[config.mk]
export PLATFORM = sky130hd
export DESIGN_NAME = k_mutex_lamport_node_unit_flat
export DESIGN_NICKNAME = d
export VERILOG_FILES = /design/src/sv/kmln_pkg.sv /design/src/sv/kmln_if.sv /design/src/sv/k_mutex_lamport_node_unit.sv /design/src/sv/kmln_ram.sv /design/src/flat_wrapper.sv
export SDC_FILE = /design/constraint.sdc
export NUM_CORES = 2
export LEC_CHECK = 0
export ABC_CLOCK_PERIOD_IN_PS = 7700
export CELL_PAD_IN_SITES_DETAIL_PLACEMENT = 1
export CELL_PAD_IN_SITES_GLOBAL_PLACEMENT = 2
export CORE_ASPECT_RATIO = 0.5
export CORE_MARGIN = 1.5
export CORE_UTILIZATION = 40
export DETAILED_ROUTE_END_ITERATION = 8
export DONT_BUFFER_PORTS = 1
export PLACE_DENSITY = 0.68
export SYNTH_ARGS = -nofsm -noshare
export SYNTH_HDL_FRONTEND = slang
export SYNTH_SLANG_ARGS = --single-unit
[constraint.sdc]
create_clock -name clk -period 7.7 [get_ports clk]
set_input_delay 1.54 -clock clk [delete_from_list [all_inputs] [get_ports clk]]
set_output_delay 1.54 -clock clk [all_outputs]
set_load 0.03 [all_outputs]
[src/sv/kmln_pkg.sv]
// shared types and constants for the k-mutex lamport node
package kmln_pkg;
  typedef enum logic [1:0] {
    ACT_RECEIVE = 2'd0,
    ACT_REQ_TICKET = 2'd1,
    ACT_REL_TICKET = 2'd2,
    ACT_REQ_WORKSHOP = 2'd3
  } action_t;

  localparam logic [2:0] KIND_TICKET_REQ = 3'd0;
  localparam logic [2:0] KIND_TICKET_REP = 3'd1;
  localparam logic [2:0] KIND_WS_REQ = 3'd2;
  localparam logic [2:0] KIND_WS_REP = 3'd3;
  localparam logic [2:0] KIND_END = 3'd4;
  localparam logic [2:0] KIND_GRANT = 3'd5;
  localparam logic [2:0] KIND_ENTER = 3'd6;
  localparam logic [2:0] KIND_NONE = 3'd7;

  typedef enum logic [1:0] {
    MODE_RELEASED = 2'd0,
    MODE_HELD = 2'd1,
    MODE_REQUESTED = 2'd2
  } mode_t;

  localparam logic [1:0] REG_NODE_ID = 2'd0;
  localparam logic [1:0] REG_NODE_COUNT = 2'd1;
  localparam logic [1:0] REG_TICKET_CAP = 2'd2;
  localparam logic [1:0] REG_WS_CAP = 2'd3;

  localparam logic [4:0] TALLY_MAX = 5'd31;
endpackage

[src/sv/kmln_if.sv]
// valid/ready channel interfaces for commands, results and configuration
interface kmln_in_if #(parameter int STAMP_BITS = 32, parameter int WORKSHOP_BITS = 8);
  logic valid;
  logic ready;
  logic [1:0] action;
  logic [2:0] msg_kind;
  logic [STAMP_BITS-1:0] msg_stamp;
  logic [3:0] msg_sender;
  logic [WORKSHOP_BITS-1:0] msg_workshop;
  logic [STAMP_BITS-1:0] msg_request_id;
  logic [WORKSHOP_BITS-1:0] workshop_choice;
  modport source (output valid, action, msg_kind, msg_stamp, msg_sender, msg_workshop,
                  msg_request_id, workshop_choice, input ready);
  modport sink (input valid, action, msg_kind, msg_stamp, msg_sender, msg_workshop,
                msg_request_id, workshop_choice, output ready);
endinterface

interface kmln_out_if #(parameter int STAMP_BITS = 32, parameter int WORKSHOP_BITS = 8);
  logic valid;
  logic ready;
  logic [2:0] out_kind;
  logic [3:0] out_dest;
  logic out_broadcast;
  logic [STAMP_BITS-1:0] out_stamp;
  logic [WORKSHOP_BITS-1:0] out_workshop;
  logic [STAMP_BITS-1:0] out_request_id;
  logic all_done;
  logic out_last;
  modport source (output valid, out_kind, out_dest, out_broadcast, out_stamp, out_workshop,
                  out_request_id, all_done, out_last, input ready);
  modport sink (input valid, out_kind, out_dest, out_broadcast, out_stamp, out_workshop,
                out_request_id, all_done, out_last, output ready);
endinterface

interface kmln_cfg_if;
  logic valid;
  logic ready;
  logic [1:0] index;
  logic [4:0] data;
  modport source (output valid, index, data, input ready);
  modport sink (input valid, index, data, output ready);
endinterface

[src/sv/k_mutex_lamport_node_unit.sv]
// k-mutex lamport node: command/message handling with two ram-held wait queues
// One input beat is taken in the IDLE state and decided in the DECIDE state,
// which waits for a free output slot; no new beat is taken until it is back in IDLE.
// A ticket release or workshop entry then walks its wait queue in ram, one
// result beat per entry (each entry is read from ram in a priming step before
// its beat), giving up to MAX_NODES + 1 result beats. Queue entries live in
// two rams (node and request id packed together), one per queue; no clearing
// pass is needed after reset.
module k_mutex_lamport_node_unit #(
  parameter int MAX_NODES = 16,
  parameter int STAMP_BITS = 32,
  parameter int WORKSHOP_BITS = 8
) (
  input  logic clk,
  input  logic rst,
  kmln_in_if.sink   in_ch,
  kmln_out_if.source out_ch,
  kmln_cfg_if.sink  cfg
);
  localparam int QA = $clog2(MAX_NODES);
  localparam int QL = $clog2(MAX_NODES + 1);
  localparam int EW = 4 + STAMP_BITS;

  typedef enum logic [4:0] {
    ST_IDLE = 5'b00001,
    ST_DECIDE = 5'b00010,
    ST_SINGLE = 5'b00100,
    ST_WALK = 5'b01000,
    ST_TAIL = 5'b10000
  } state_t;

  state_t state;
  logic [3:0] node_id;
  logic [4:0] node_count, ticket_capacity, workshop_capacity;
  logic [STAMP_BITS-1:0] lamport_clock, own_request_stamp;
  kmln_pkg::mode_t ticket_mode, workshop_mode;
  logic [4:0] reply_tally, end_notice_tally;
  logic [WORKSHOP_BITS-1:0] current_workshop;
  logic [QL-1:0] ticket_wait_len, workshop_wait_len;
  logic done_flag;

  // latched input beat
  logic [1:0] act;
  logic [2:0] mkind;
  logic [STAMP_BITS-1:0] mstamp, mrid;
  logic [3:0] msender;
  logic [WORKSHOP_BITS-1:0] mws, mchoice;

  // walk control
  logic walk_ws;
  logic [QL-1:0] walk_idx, walk_len;
  logic walk_prime;

  // output register
  logic ovalid;
  logic [2:0] okind;
  logic [3:0] odest;
  logic obc, olast;
  logic [STAMP_BITS-1:0] ostamp, orid;
  logic [WORKSHOP_BITS-1:0] ows;

  // rams
  logic t_we, w_we;
  logic [QA-1:0] t_waddr, w_waddr, raddr;
  logic [EW-1:0] wentry, t_rdata, w_rdata;

  kmln_ram #(.WIDTH(EW), .DEPTH(MAX_NODES)) u_tq (
    .clk(clk), .we(t_we), .waddr(t_waddr), .wdata(wentry), .raddr(raddr), .rdata(t_rdata));
  kmln_ram #(.WIDTH(EW), .DEPTH(MAX_NODES)) u_wq (
    .clk(clk), .we(w_we), .waddr(w_waddr), .wdata(wentry), .raddr(raddr), .rdata(w_rdata));

  assign wentry = {msender, mrid};
  assign t_waddr = ticket_wait_len[QA-1:0];
  assign w_waddr = workshop_wait_len[QA-1:0];
  assign raddr = walk_idx[QA-1:0];

  assign in_ch.ready = (state == ST_IDLE);
  assign cfg.ready = 1'b1;
  assign out_ch.valid = ovalid;
  assign out_ch.out_kind = okind;
  assign out_ch.out_dest = odest;
  assign out_ch.out_broadcast = obc;
  assign out_ch.out_stamp = ostamp;
  assign out_ch.out_workshop = ows;
  assign out_ch.out_request_id = orid;
  assign out_ch.all_done = done_flag;
  assign out_ch.out_last = olast;

  logic oslot;
  assign oslot = !ovalid || out_ch.ready;

  // decide-stage combinational values
  logic [STAMP_BITS-1:0] clk_recv, clk_inc;
  logic own_earlier, enq_ok_t, enq_ok_w;
  logic [4:0] tally_inc, end_inc;
  logic [5:0] need_t, need_w, need_e;
  logic tk_grant, ws_grant, is_recv, rel_go, enter_go, fire;
  state_t decide_next;
  always_comb begin
    clk_recv = ((mstamp > lamport_clock) ? mstamp : lamport_clock) + 1'b1;
    clk_inc = lamport_clock + 1'b1;
    own_earlier = (own_request_stamp < mstamp) ||
                  (own_request_stamp == mstamp && node_id < msender);
    enq_ok_t = ticket_wait_len < QL'(MAX_NODES);
    enq_ok_w = workshop_wait_len < QL'(MAX_NODES);
    tally_inc = (reply_tally < kmln_pkg::TALLY_MAX) ? reply_tally + 5'd1 : reply_tally;
    end_inc = (end_notice_tally < kmln_pkg::TALLY_MAX) ? end_notice_tally + 5'd1
                                                       : end_notice_tally;
    need_t = {1'b0, node_count} - {1'b0, ticket_capacity};
    need_w = {1'b0, node_count} - {1'b0, workshop_capacity};
    need_e = {1'b0, node_count} - 6'd1;
    tk_grant = $signed({1'b0, tally_inc}) >= $signed(need_t);
    ws_grant = $signed({1'b0, tally_inc}) >= $signed(need_w);
    is_recv = (kmln_pkg::action_t'(act) == kmln_pkg::ACT_RECEIVE);
    rel_go = (kmln_pkg::action_t'(act) == kmln_pkg::ACT_REL_TICKET) &&
             (ticket_mode == kmln_pkg::MODE_HELD);
    enter_go = is_recv && mkind == kmln_pkg::KIND_WS_REP &&
               workshop_mode == kmln_pkg::MODE_REQUESTED &&
               mrid == own_request_stamp && ws_grant;
    if (rel_go) decide_next = (ticket_wait_len == '0) ? ST_TAIL : ST_WALK;
    else if (enter_go && workshop_wait_len != '0) decide_next = ST_WALK;
    else decide_next = ST_IDLE;
    fire = oslot && ((state == ST_DECIDE && !rel_go) || (state == ST_WALK && !walk_prime) ||
                     state == ST_TAIL);
    t_we = (state == ST_DECIDE) && oslot && is_recv && mkind == kmln_pkg::KIND_TICKET_REQ &&
           (ticket_mode == kmln_pkg::MODE_HELD ||
            (ticket_mode == kmln_pkg::MODE_REQUESTED && own_earlier)) && enq_ok_t;
    w_we = (state == ST_DECIDE) && oslot && is_recv && mkind == kmln_pkg::KIND_WS_REQ &&
           mws == current_workshop &&
           (workshop_mode == kmln_pkg::MODE_HELD ||
            (workshop_mode == kmln_pkg::MODE_REQUESTED && own_earlier)) && enq_ok_w;
  end

  task automatic put(input logic [2:0] k, input logic [3:0] d, input logic b,
                     input logic [STAMP_BITS-1:0] s, input logic [WORKSHOP_BITS-1:0] w,
                     input logic [STAMP_BITS-1:0] r, input logic l);
    okind <= k; odest <= d; obc <= b;
    ostamp <= s; ows <= w; orid <= r; olast <= l;
  endtask

  always_ff @(posedge clk) begin
    if (rst) begin
      state <= ST_IDLE;
      node_id <= '0; node_count <= 5'd2; ticket_capacity <= 5'd1; workshop_capacity <= 5'd1;
      lamport_clock <= '0; own_request_stamp <= '0;
      ticket_mode <= kmln_pkg::MODE_RELEASED; workshop_mode <= kmln_pkg::MODE_RELEASED;
      reply_tally <= '0; end_notice_tally <= '0; current_workshop <= '0;
      ticket_wait_len <= '0; workshop_wait_len <= '0; done_flag <= 1'b0;
      ovalid <= 1'b0; walk_idx <= '0; walk_len <= '0; walk_ws <= 1'b0; walk_prime <= 1'b0;
    end else begin
      ovalid <= fire || (ovalid && !out_ch.ready);
      if (cfg.valid) begin
        unique case (cfg.index)
          kmln_pkg::REG_NODE_ID:    node_id <= cfg.data[3:0];
          kmln_pkg::REG_NODE_COUNT: node_count <= cfg.data;
          kmln_pkg::REG_TICKET_CAP: ticket_capacity <= cfg.data;
          kmln_pkg::REG_WS_CAP:     workshop_capacity <= cfg.data;
          default: ;
        endcase
      end
      unique case (state)
        ST_IDLE: begin
          if (in_ch.valid) begin
            act <= in_ch.action; mkind <= in_ch.msg_kind; mstamp <= in_ch.msg_stamp;
            msender <= in_ch.msg_sender; mws <= in_ch.msg_workshop;
            mrid <= in_ch.msg_request_id; mchoice <= in_ch.workshop_choice;
            state <= ST_DECIDE;
          end
        end
        ST_DECIDE: begin
          if (oslot) begin
            state <= decide_next;
            case (kmln_pkg::action_t'(act))
              kmln_pkg::ACT_REQ_TICKET: begin
                if (ticket_mode == kmln_pkg::MODE_RELEASED) begin
                  ticket_mode <= kmln_pkg::MODE_REQUESTED;
                  lamport_clock <= clk_inc; own_request_stamp <= clk_inc; reply_tally <= '0;
                  put(kmln_pkg::KIND_TICKET_REQ, 4'd0, 1'b1, clk_inc, '0, clk_inc, 1'b1);
                end else put(kmln_pkg::KIND_NONE, 4'd0, 1'b0, '0, '0, '0, 1'b1);
              end
              kmln_pkg::ACT_REL_TICKET: begin
                if (ticket_mode == kmln_pkg::MODE_HELD) begin
                  lamport_clock <= clk_inc;
                  ticket_mode <= kmln_pkg::MODE_RELEASED;
                  walk_ws <= 1'b0; walk_idx <= '0; walk_len <= ticket_wait_len;
                  walk_prime <= 1'b1; ticket_wait_len <= '0;
                end else put(kmln_pkg::KIND_NONE, 4'd0, 1'b0, '0, '0, '0, 1'b1);
              end
              kmln_pkg::ACT_REQ_WORKSHOP: begin
                if (ticket_mode == kmln_pkg::MODE_HELD &&
                    workshop_mode == kmln_pkg::MODE_RELEASED) begin
                  workshop_mode <= kmln_pkg::MODE_REQUESTED;
                  lamport_clock <= clk_inc; own_request_stamp <= clk_inc; reply_tally <= '0;
                  current_workshop <= mchoice;
                  put(kmln_pkg::KIND_WS_REQ, 4'd0, 1'b1, clk_inc, mchoice, clk_inc, 1'b1);
                end else put(kmln_pkg::KIND_NONE, 4'd0, 1'b0, '0, '0, '0, 1'b1);
              end
              default: begin
                lamport_clock <= clk_recv;
                case (mkind)
                  kmln_pkg::KIND_TICKET_REQ: begin
                    if (ticket_mode == kmln_pkg::MODE_HELD ||
                        (ticket_mode == kmln_pkg::MODE_REQUESTED && own_earlier)) begin
                      if (enq_ok_t) ticket_wait_len <= ticket_wait_len + 1'b1;
                      put(kmln_pkg::KIND_NONE, 4'd0, 1'b0, '0, '0, '0, 1'b1);
                    end else
                      put(kmln_pkg::KIND_TICKET_REP, msender, 1'b0, clk_recv, '0, mrid, 1'b1);
                  end
                  kmln_pkg::KIND_TICKET_REP: begin
                    if (ticket_mode == kmln_pkg::MODE_REQUESTED && mrid == own_request_stamp) begin
                      if (tk_grant) begin
                        ticket_mode <= kmln_pkg::MODE_HELD; reply_tally <= '0;
                        put(kmln_pkg::KIND_GRANT, 4'd0, 1'b0, clk_recv, '0,
                            own_request_stamp, 1'b1);
                      end else begin
                        reply_tally <= tally_inc;
                        put(kmln_pkg::KIND_NONE, 4'd0, 1'b0, '0, '0, '0, 1'b1);
                      end
                    end else put(kmln_pkg::KIND_NONE, 4'd0, 1'b0, '0, '0, '0, 1'b1);
                  end
                  kmln_pkg::KIND_WS_REQ: begin
                    if (mws == current_workshop &&
                        (workshop_mode == kmln_pkg::MODE_HELD ||
                         (workshop_mode == kmln_pkg::MODE_REQUESTED && own_earlier))) begin
                      if (enq_ok_w) workshop_wait_len <= workshop_wait_len + 1'b1;
                      put(kmln_pkg::KIND_NONE, 4'd0, 1'b0, '0, '0, '0, 1'b1);
                    end else
                      put(kmln_pkg::KIND_WS_REP, msender, 1'b0, clk_recv, mws, mrid, 1'b1);
                  end
                  kmln_pkg::KIND_WS_REP: begin
                    if (workshop_mode == kmln_pkg::MODE_REQUESTED &&
                        mrid == own_request_stamp) begin
                      if (ws_grant) begin
                        reply_tally <= '0;
                        workshop_mode <= kmln_pkg::MODE_RELEASED;
                        put(kmln_pkg::KIND_ENTER, 4'd0, 1'b0, clk_recv, current_workshop,
                            own_request_stamp, workshop_wait_len == '0);
                        walk_ws <= 1'b1; walk_idx <= '0; walk_len <= workshop_wait_len;
                        walk_prime <= 1'b1; workshop_wait_len <= '0;
                      end else begin
                        reply_tally <= tally_inc;
                        put(kmln_pkg::KIND_NONE, 4'd0, 1'b0, '0, '0, '0, 1'b1);
                      end
                    end else put(kmln_pkg::KIND_NONE, 4'd0, 1'b0, '0, '0, '0, 1'b1);
                  end
                  kmln_pkg::KIND_END: begin
                    end_notice_tally <= end_inc;
                    if ($signed({1'b0, end_inc}) >= $signed(need_e)) done_flag <= 1'b1;
                    put(kmln_pkg::KIND_NONE, 4'd0, 1'b0, '0, '0, '0, 1'b1);
                  end
                  default: put(kmln_pkg::KIND_NONE, 4'd0, 1'b0, '0, '0, '0, 1'b1);
                endcase
              end
            endcase
          end
        end
        ST_WALK: begin
          if (walk_prime) begin
            walk_prime <= 1'b0;
          end else if (oslot) begin
            if (walk_ws)
              put(kmln_pkg::KIND_WS_REP, w_rdata[EW-1:STAMP_BITS], 1'b0, lamport_clock,
                  current_workshop, w_rdata[STAMP_BITS-1:0], walk_idx + 1'b1 == walk_len);
            else
              put(kmln_pkg::KIND_TICKET_REP, t_rdata[EW-1:STAMP_BITS], 1'b0, lamport_clock,
                  '0, t_rdata[STAMP_BITS-1:0], 1'b0);
            walk_idx <= walk_idx + 1'b1;
            walk_prime <= 1'b1;
            if (walk_idx + 1'b1 == walk_len) state <= walk_ws ? ST_IDLE : ST_TAIL;
          end
        end
        ST_TAIL: begin
          if (oslot) begin
            put(kmln_pkg::KIND_END, 4'd0, 1'b1, lamport_clock, '0, '0, 1'b1);
            state <= ST_IDLE;
          end
        end
        default: state <= ST_IDLE;
      endcase
    end
  end
endmodule

[src/sv/kmln_ram.sv]
// generic simple dual-port ram (one write port, one read port) with registered read
module kmln_ram #(
  parameter int WIDTH = 8,
  parameter int DEPTH = 16
) (
  input  logic                     clk,
  input  logic                     we,
  input  logic [$clog2(DEPTH)-1:0] waddr,
  input  logic [WIDTH-1:0]         wdata,
  input  logic [$clog2(DEPTH)-1:0] raddr,
  output logic [WIDTH-1:0]         rdata
);
  logic [WIDTH-1:0] mem [DEPTH];

  always_ff @(posedge clk) begin
    if (we) begin
      mem[waddr] <= wdata;
    end
    rdata <= mem[raddr];
  end
endmodule

[src/flat_wrapper.sv]
// flat-port wrapper written by rule: the top's interface ports become plain ports
module k_mutex_lamport_node_unit_flat 
#(
  parameter int MAX_NODES = 16,
  parameter int STAMP_BITS = 32,
  parameter int WORKSHOP_BITS = 8
)
  (clk, rst, in_ch_valid, in_ch_action, in_ch_msg_kind, in_ch_msg_stamp, in_ch_msg_sender, in_ch_msg_workshop, in_ch_msg_request_id, in_ch_workshop_choice, in_ch_ready, out_ch_valid, out_ch_out_kind, out_ch_out_dest, out_ch_out_broadcast, out_ch_out_stamp, out_ch_out_workshop, out_ch_out_request_id, out_ch_all_done, out_ch_out_last, out_ch_ready, cfg_valid, cfg_index, cfg_data, cfg_ready);
  kmln_in_if #(.STAMP_BITS(STAMP_BITS), .WORKSHOP_BITS(WORKSHOP_BITS)) in_ch_i ();
  kmln_out_if #(.STAMP_BITS(STAMP_BITS), .WORKSHOP_BITS(WORKSHOP_BITS)) out_ch_i ();
  kmln_cfg_if cfg_i ();
  input  logic clk;
  input  logic rst;
  input wire logic [$bits(in_ch_i.valid)-1:0] in_ch_valid;
  input wire logic [$bits(in_ch_i.action)-1:0] in_ch_action;
  input wire logic [$bits(in_ch_i.msg_kind)-1:0] in_ch_msg_kind;
  input wire logic [$bits(in_ch_i.msg_stamp)-1:0] in_ch_msg_stamp;
  input wire logic [$bits(in_ch_i.msg_sender)-1:0] in_ch_msg_sender;
  input wire logic [$bits(in_ch_i.msg_workshop)-1:0] in_ch_msg_workshop;
  input wire logic [$bits(in_ch_i.msg_request_id)-1:0] in_ch_msg_request_id;
  input wire logic [$bits(in_ch_i.workshop_choice)-1:0] in_ch_workshop_choice;
  output wire logic [$bits(in_ch_i.ready)-1:0] in_ch_ready;
  output wire logic [$bits(out_ch_i.valid)-1:0] out_ch_valid;
  output wire logic [$bits(out_ch_i.out_kind)-1:0] out_ch_out_kind;
  output wire logic [$bits(out_ch_i.out_dest)-1:0] out_ch_out_dest;
  output wire logic [$bits(out_ch_i.out_broadcast)-1:0] out_ch_out_broadcast;
  output wire logic [$bits(out_ch_i.out_stamp)-1:0] out_ch_out_stamp;
  output wire logic [$bits(out_ch_i.out_workshop)-1:0] out_ch_out_workshop;
  output wire logic [$bits(out_ch_i.out_request_id)-1:0] out_ch_out_request_id;
  output wire logic [$bits(out_ch_i.all_done)-1:0] out_ch_all_done;
  output wire logic [$bits(out_ch_i.out_last)-1:0] out_ch_out_last;
  input wire logic [$bits(out_ch_i.ready)-1:0] out_ch_ready;
  input wire logic [$bits(cfg_i.valid)-1:0] cfg_valid;
  input wire logic [$bits(cfg_i.index)-1:0] cfg_index;
  input wire logic [$bits(cfg_i.data)-1:0] cfg_data;
  output wire logic [$bits(cfg_i.ready)-1:0] cfg_ready;
  assign in_ch_i.valid = in_ch_valid;
  assign in_ch_i.action = in_ch_action;
  assign in_ch_i.msg_kind = in_ch_msg_kind;
  assign in_ch_i.msg_stamp = in_ch_msg_stamp;
  assign in_ch_i.msg_sender = in_ch_msg_sender;
  assign in_ch_i.msg_workshop = in_ch_msg_workshop;
  assign in_ch_i.msg_request_id = in_ch_msg_request_id;
  assign in_ch_i.workshop_choice = in_ch_workshop_choice;
  assign in_ch_ready = in_ch_i.ready;
  assign out_ch_valid = out_ch_i.valid;
  assign out_ch_out_kind = out_ch_i.out_kind;
  assign out_ch_out_dest = out_ch_i.out_dest;
  assign out_ch_out_broadcast = out_ch_i.out_broadcast;
  assign out_ch_out_stamp = out_ch_i.out_stamp;
  assign out_ch_out_workshop = out_ch_i.out_workshop;
  assign out_ch_out_request_id = out_ch_i.out_request_id;
  assign out_ch_all_done = out_ch_i.all_done;
  assign out_ch_out_last = out_ch_i.out_last;
  assign out_ch_i.ready = out_ch_ready;
  assign cfg_i.valid = cfg_valid;
  assign cfg_i.index = cfg_index;
  assign cfg_i.data = cfg_data;
  assign cfg_ready = cfg_i.ready;
  k_mutex_lamport_node_unit #(.MAX_NODES(MAX_NODES), .STAMP_BITS(STAMP_BITS), .WORKSHOP_BITS(WORKSHOP_BITS)) u_core (.clk(clk), .rst(rst), .in_ch(in_ch_i), .out_ch(out_ch_i), .cfg(cfg_i));
endmodule
==> impl_results.md <==
- Drt first pass iters: 5
- P per Cell Area: 236 nW/um2
- Area Overhead vs Synth: 12.3%
- Post-synthesis register bit count: 1526
- Clk pin slew, worst setup/hold paths: 0.07 ns
- Grt ovf: 0
- Share of the synthesized area in the top cell type: 63.1%
- Required @ worst endpoint: 8.15 ns
- DRC Markers: 0
- Skew final: 0.0504 ns
- Ys Warns: 0
- Starting Density: 40.4%
- EDFF count, synth: 1322
- Synth Net Count: roughly 3800
- Slew margin rel.: 6.35%
- Final worst-path cycle share: 83.4%
- Num rows: 102
- Vias in the first global route: 35700
- Distinct cells, synth: 92
- Static leakage: 21.8 nW
- Startpoint types: flip-flop
- Synth area leaders: edfxtp_1 63%, mux4_2 13%, dfxtp_1 6.5%, ha_1 2.2%, mux2i_1 1.5%
- Post-route ant nets: 0
- Total of max-cap violations: 0
- Sequential power share: 54.2%
- Die Y: roughly 280 um
- GP Congestion: 0.856
- Final max-slew violation count: 0
- Core area: approximately 160000 um2
- Clk_lat worst skew: 0.79 ns
- FFs w/ async S/R, synth: 0%
- CTS max path bufs: 3
- Die ar.: about 160000 um2
- CP Max Fanout: 36
- CTS Sinks: 1526
- Maximum VDD drop: ~0.17 mV
- TritonCTS Buffers: 143
- Htree depth: 4
- Post-cts sizing count: 0
- GRT Total Usage: a little under a quarter
- Worst Setup End Kind: flip-flop
- Post-synthesis sequential area ratio: approximately 70%
- Vias: roughly 35000
- Avg Vias per Cell: 5.99
- Clock root cell: clkbuf_16
- CP arrival: around 6.9 ns
- Status: finished, final reports clean
- Logic pwr share: approximately 2.2%
- Die width: 564 um
- Worst hold margin: between 0.4 and 0.5 ns
- Final WL: 189000 um
- FILL cells: 14700
- Max Fclk: 0.156 GHz
- DR iter-0 viols: 4290
- IO buf count: 0
- Clk network pwr share: 43.5%
- CTS tree: built
- Psw: between 3 and 4 mW
- HP Class: reg -> reg
- RSZ-0062 raised after global routing: no
- Initial antenna violation count: 29
- Setup TNS: 0 ns
- Hpwl dp: 117000 um
- CP Class: reg -> reg
- Dominant cell type by area after synthesis: edfxtp_1
- Post-CTS Repair Setup Buffers: 0
- Worst Tran Pin Value: 1.40 ns
- Syn Area/Cell: 17.4 um2
- Largest net degree at the start of global routing: ~140
- Final setup vio count: 0
- # hold bufs at CTS: 0
- Sw Ratio: between 20% and 30%
- First-pass GRT wire length: 268000 um
- Drt wl/cell: between 30 and 40 um
- Nets: approximately 3900
- Internal power: 13.1 mW
- Final Hold Viols: 0
- Main flop type after synthesis: edfxtp_1
- Top-level I/O count: 186
- Synthesized area: 62900 um2
- Share of cells above drive strength 1: 19.7%
- Min cycle time layout: 6.42 ns
- Post-Syn Instances: 3617
==> cells by family after synthesis <==
group / Yosys count / synth area share (%)
AOI/OAI and AO/OA: 456 / 4.76
xor gates and xnor gates: 130 / 1.84
adders and majority gates: 113 / 2.27
buffers and inverters: 296 / 1.91
DFF: 1526 / 69.6
muxes: 455 / 14.4
other: 1 / 0.00597
and+or+nand+nor: 640 / 5.15
==> sequential cells by signal, indices dropped and copies added, names as in the netlist, 32 cells and up <==
| name | flops |
|---|---|
| u_core.u_tq.rdata | 36 |
| u_core.mstamp | 32 |
| u_core.u_wq.mem | 576 |
| u_core.u_wq.rdata | 36 |
| u_core.out_ch.out_request_id | 32 |
| u_core.own_request_stamp | 32 |
| u_core.u_tq.mem | 576 |
| u_core.mrid | 32 |
| u_core.out_ch.out_stamp | 32 |
| u_core.lamport_clock | 32 |
==> worst max-delay path: stages (launching register included) <==
cell	delay, ns
dfxtp_1	0.50
inv_1	0.13
ha_1	0.34
nand4_1	0.18
or4_1	0.67
o21bai_1	0.19
o22ai_2	0.17
nor2_8	0.74
mux2i_1	0.24
inv_1	0.10
ha_1	0.43
and2_1	0.24
nand4_1	0.36
nor4_1	0.88
nand3_1	0.19
xnor2_1	0.18
mux2i_1	0.14
a211oi_2	0.27
a21oi_1	0.09
==> cell usage in the layout (no fill, tap or decap), types with 17 or more instances in the layout <==
master | netlist | layout
a211oi_1 | 68 | 68
a21oi_1 | 121 | 120
a221oi_1 | 33 | 33
a22oi_1 | 18 | 18
buf_4 | 7 | 94
clkbuf_1 | 129 | 40
clkbuf_16 | 0 | 145
clkinv_1 | 2 | 24
dfxtp_1 | 204 | 199
edfxtp_1 | 1322 | 1322
ha_1 | 111 | 110
inv_1 | 105 | 105
mux2i_1 | 93 | 93
mux4_2 | 360 | 360
nand2_1 | 108 | 107
nand2b_1 | 20 | 20
nand3_1 | 67 | 67
nand4_1 | 37 | 37
nor2_1 | 210 | 185
nor2_4 | 0 | 26
nor2b_1 | 27 | 27
nor3_1 | 64 | 54
nor4_1 | 17 | 17
o21ai_0 | 77 | 77
o22ai_1 | 23 | 23
xnor2_1 | 84 | 84
xor2_1 | 45 | 45
==> final timing paths <==
check / from / to / slack, ns / cells past startpoint
hold reg to reg: u_core.workshop_capacity[0]$_SDFFE_PP1P_ / u_core.workshop_capacity[0]$_SDFFE_PP1P_ / 0.49 / 1
setup / recovery: u_core.lamport_clock[15]$_SDFFE_PP0P_ / u_core.out_ch.out_stamp[26]$_DFFE_PP_ / 1.28 / 18
setup reg to reg: u_core.lamport_clock[15]$_SDFFE_PP0P_ / u_core.out_ch.out_stamp[26]$_DFFE_PP_ / 1.28 / 18
hold / removal: u_core.workshop_capacity[0]$_SDFFE_PP1P_ / u_core.workshop_capacity[0]$_SDFFE_PP1P_ / 0.49 / 1
==> synth_stat cells, types with 27 or more instances <==
master	count
a211oi_1	68
a21oi_1	121
a221oi_1	33
buf_2	29
clkbuf_1	129
dfxtp_1	204
edfxtp_1	1322
ha_1	111
inv_1	105
mux2i_1	93
mux4_2	360
nand2_1	108
nand3_1	67
nand4_1	37
nor2_1	210
nor2b_1	27
nor3_1	64
o21ai_0	77
xnor2_1	84
xor2_1	45
==> power by group through the flow <==
stage	clock [mW]	combinational, mW	sequential, mW
finish	7.27	0.374	9.05
global route	7.68	0.406	9.05
CTS	7.40	0.374	9.05
detailed placement	0	0.372	9.23
global placement	0	0.361	9.22
floorplan	0	0.203	9.24
==> routing by layer <==
layer	vias up	global-route usage [%]	part of all wire (%)
met1	19100	35.8	46
li1	14600	-	-
met5	-	0	0.076
met3	241	4.44	7.5
met2	1300	35.0	44
met4	22	5.58	2.1
==> area by class of cell <==
cell class	instances	area, um2	area share (%)
clock inverter	69	807	1.14
timing repair buffer	101	846	1.20
multi-input combinational	1795	18200	25.8
tap	2080	2600	3.69
clock buffer	196	3930	5.57
sequential	1526	43800	62.0
inverter	107	402	0.569
antenna	8	20.0	0.0284
==> stage by stage <==
stage	area, um2	std cells	util, %	worst slack (ns)	power, mW
after global routing	70600	5876	45.4	0.913	17.1
after detailed placement	65800	5609	42.4	1.35	9.60
final	70600	5882	45.4	1.28	16.7
after floorplan	62900	3617	-	1.71	9.44
after global placement	65800	5609	42.4	1.49	9.58
after CTS	70600	5874	45.4	1.28	16.8
(Power assumes the default switching activity.)
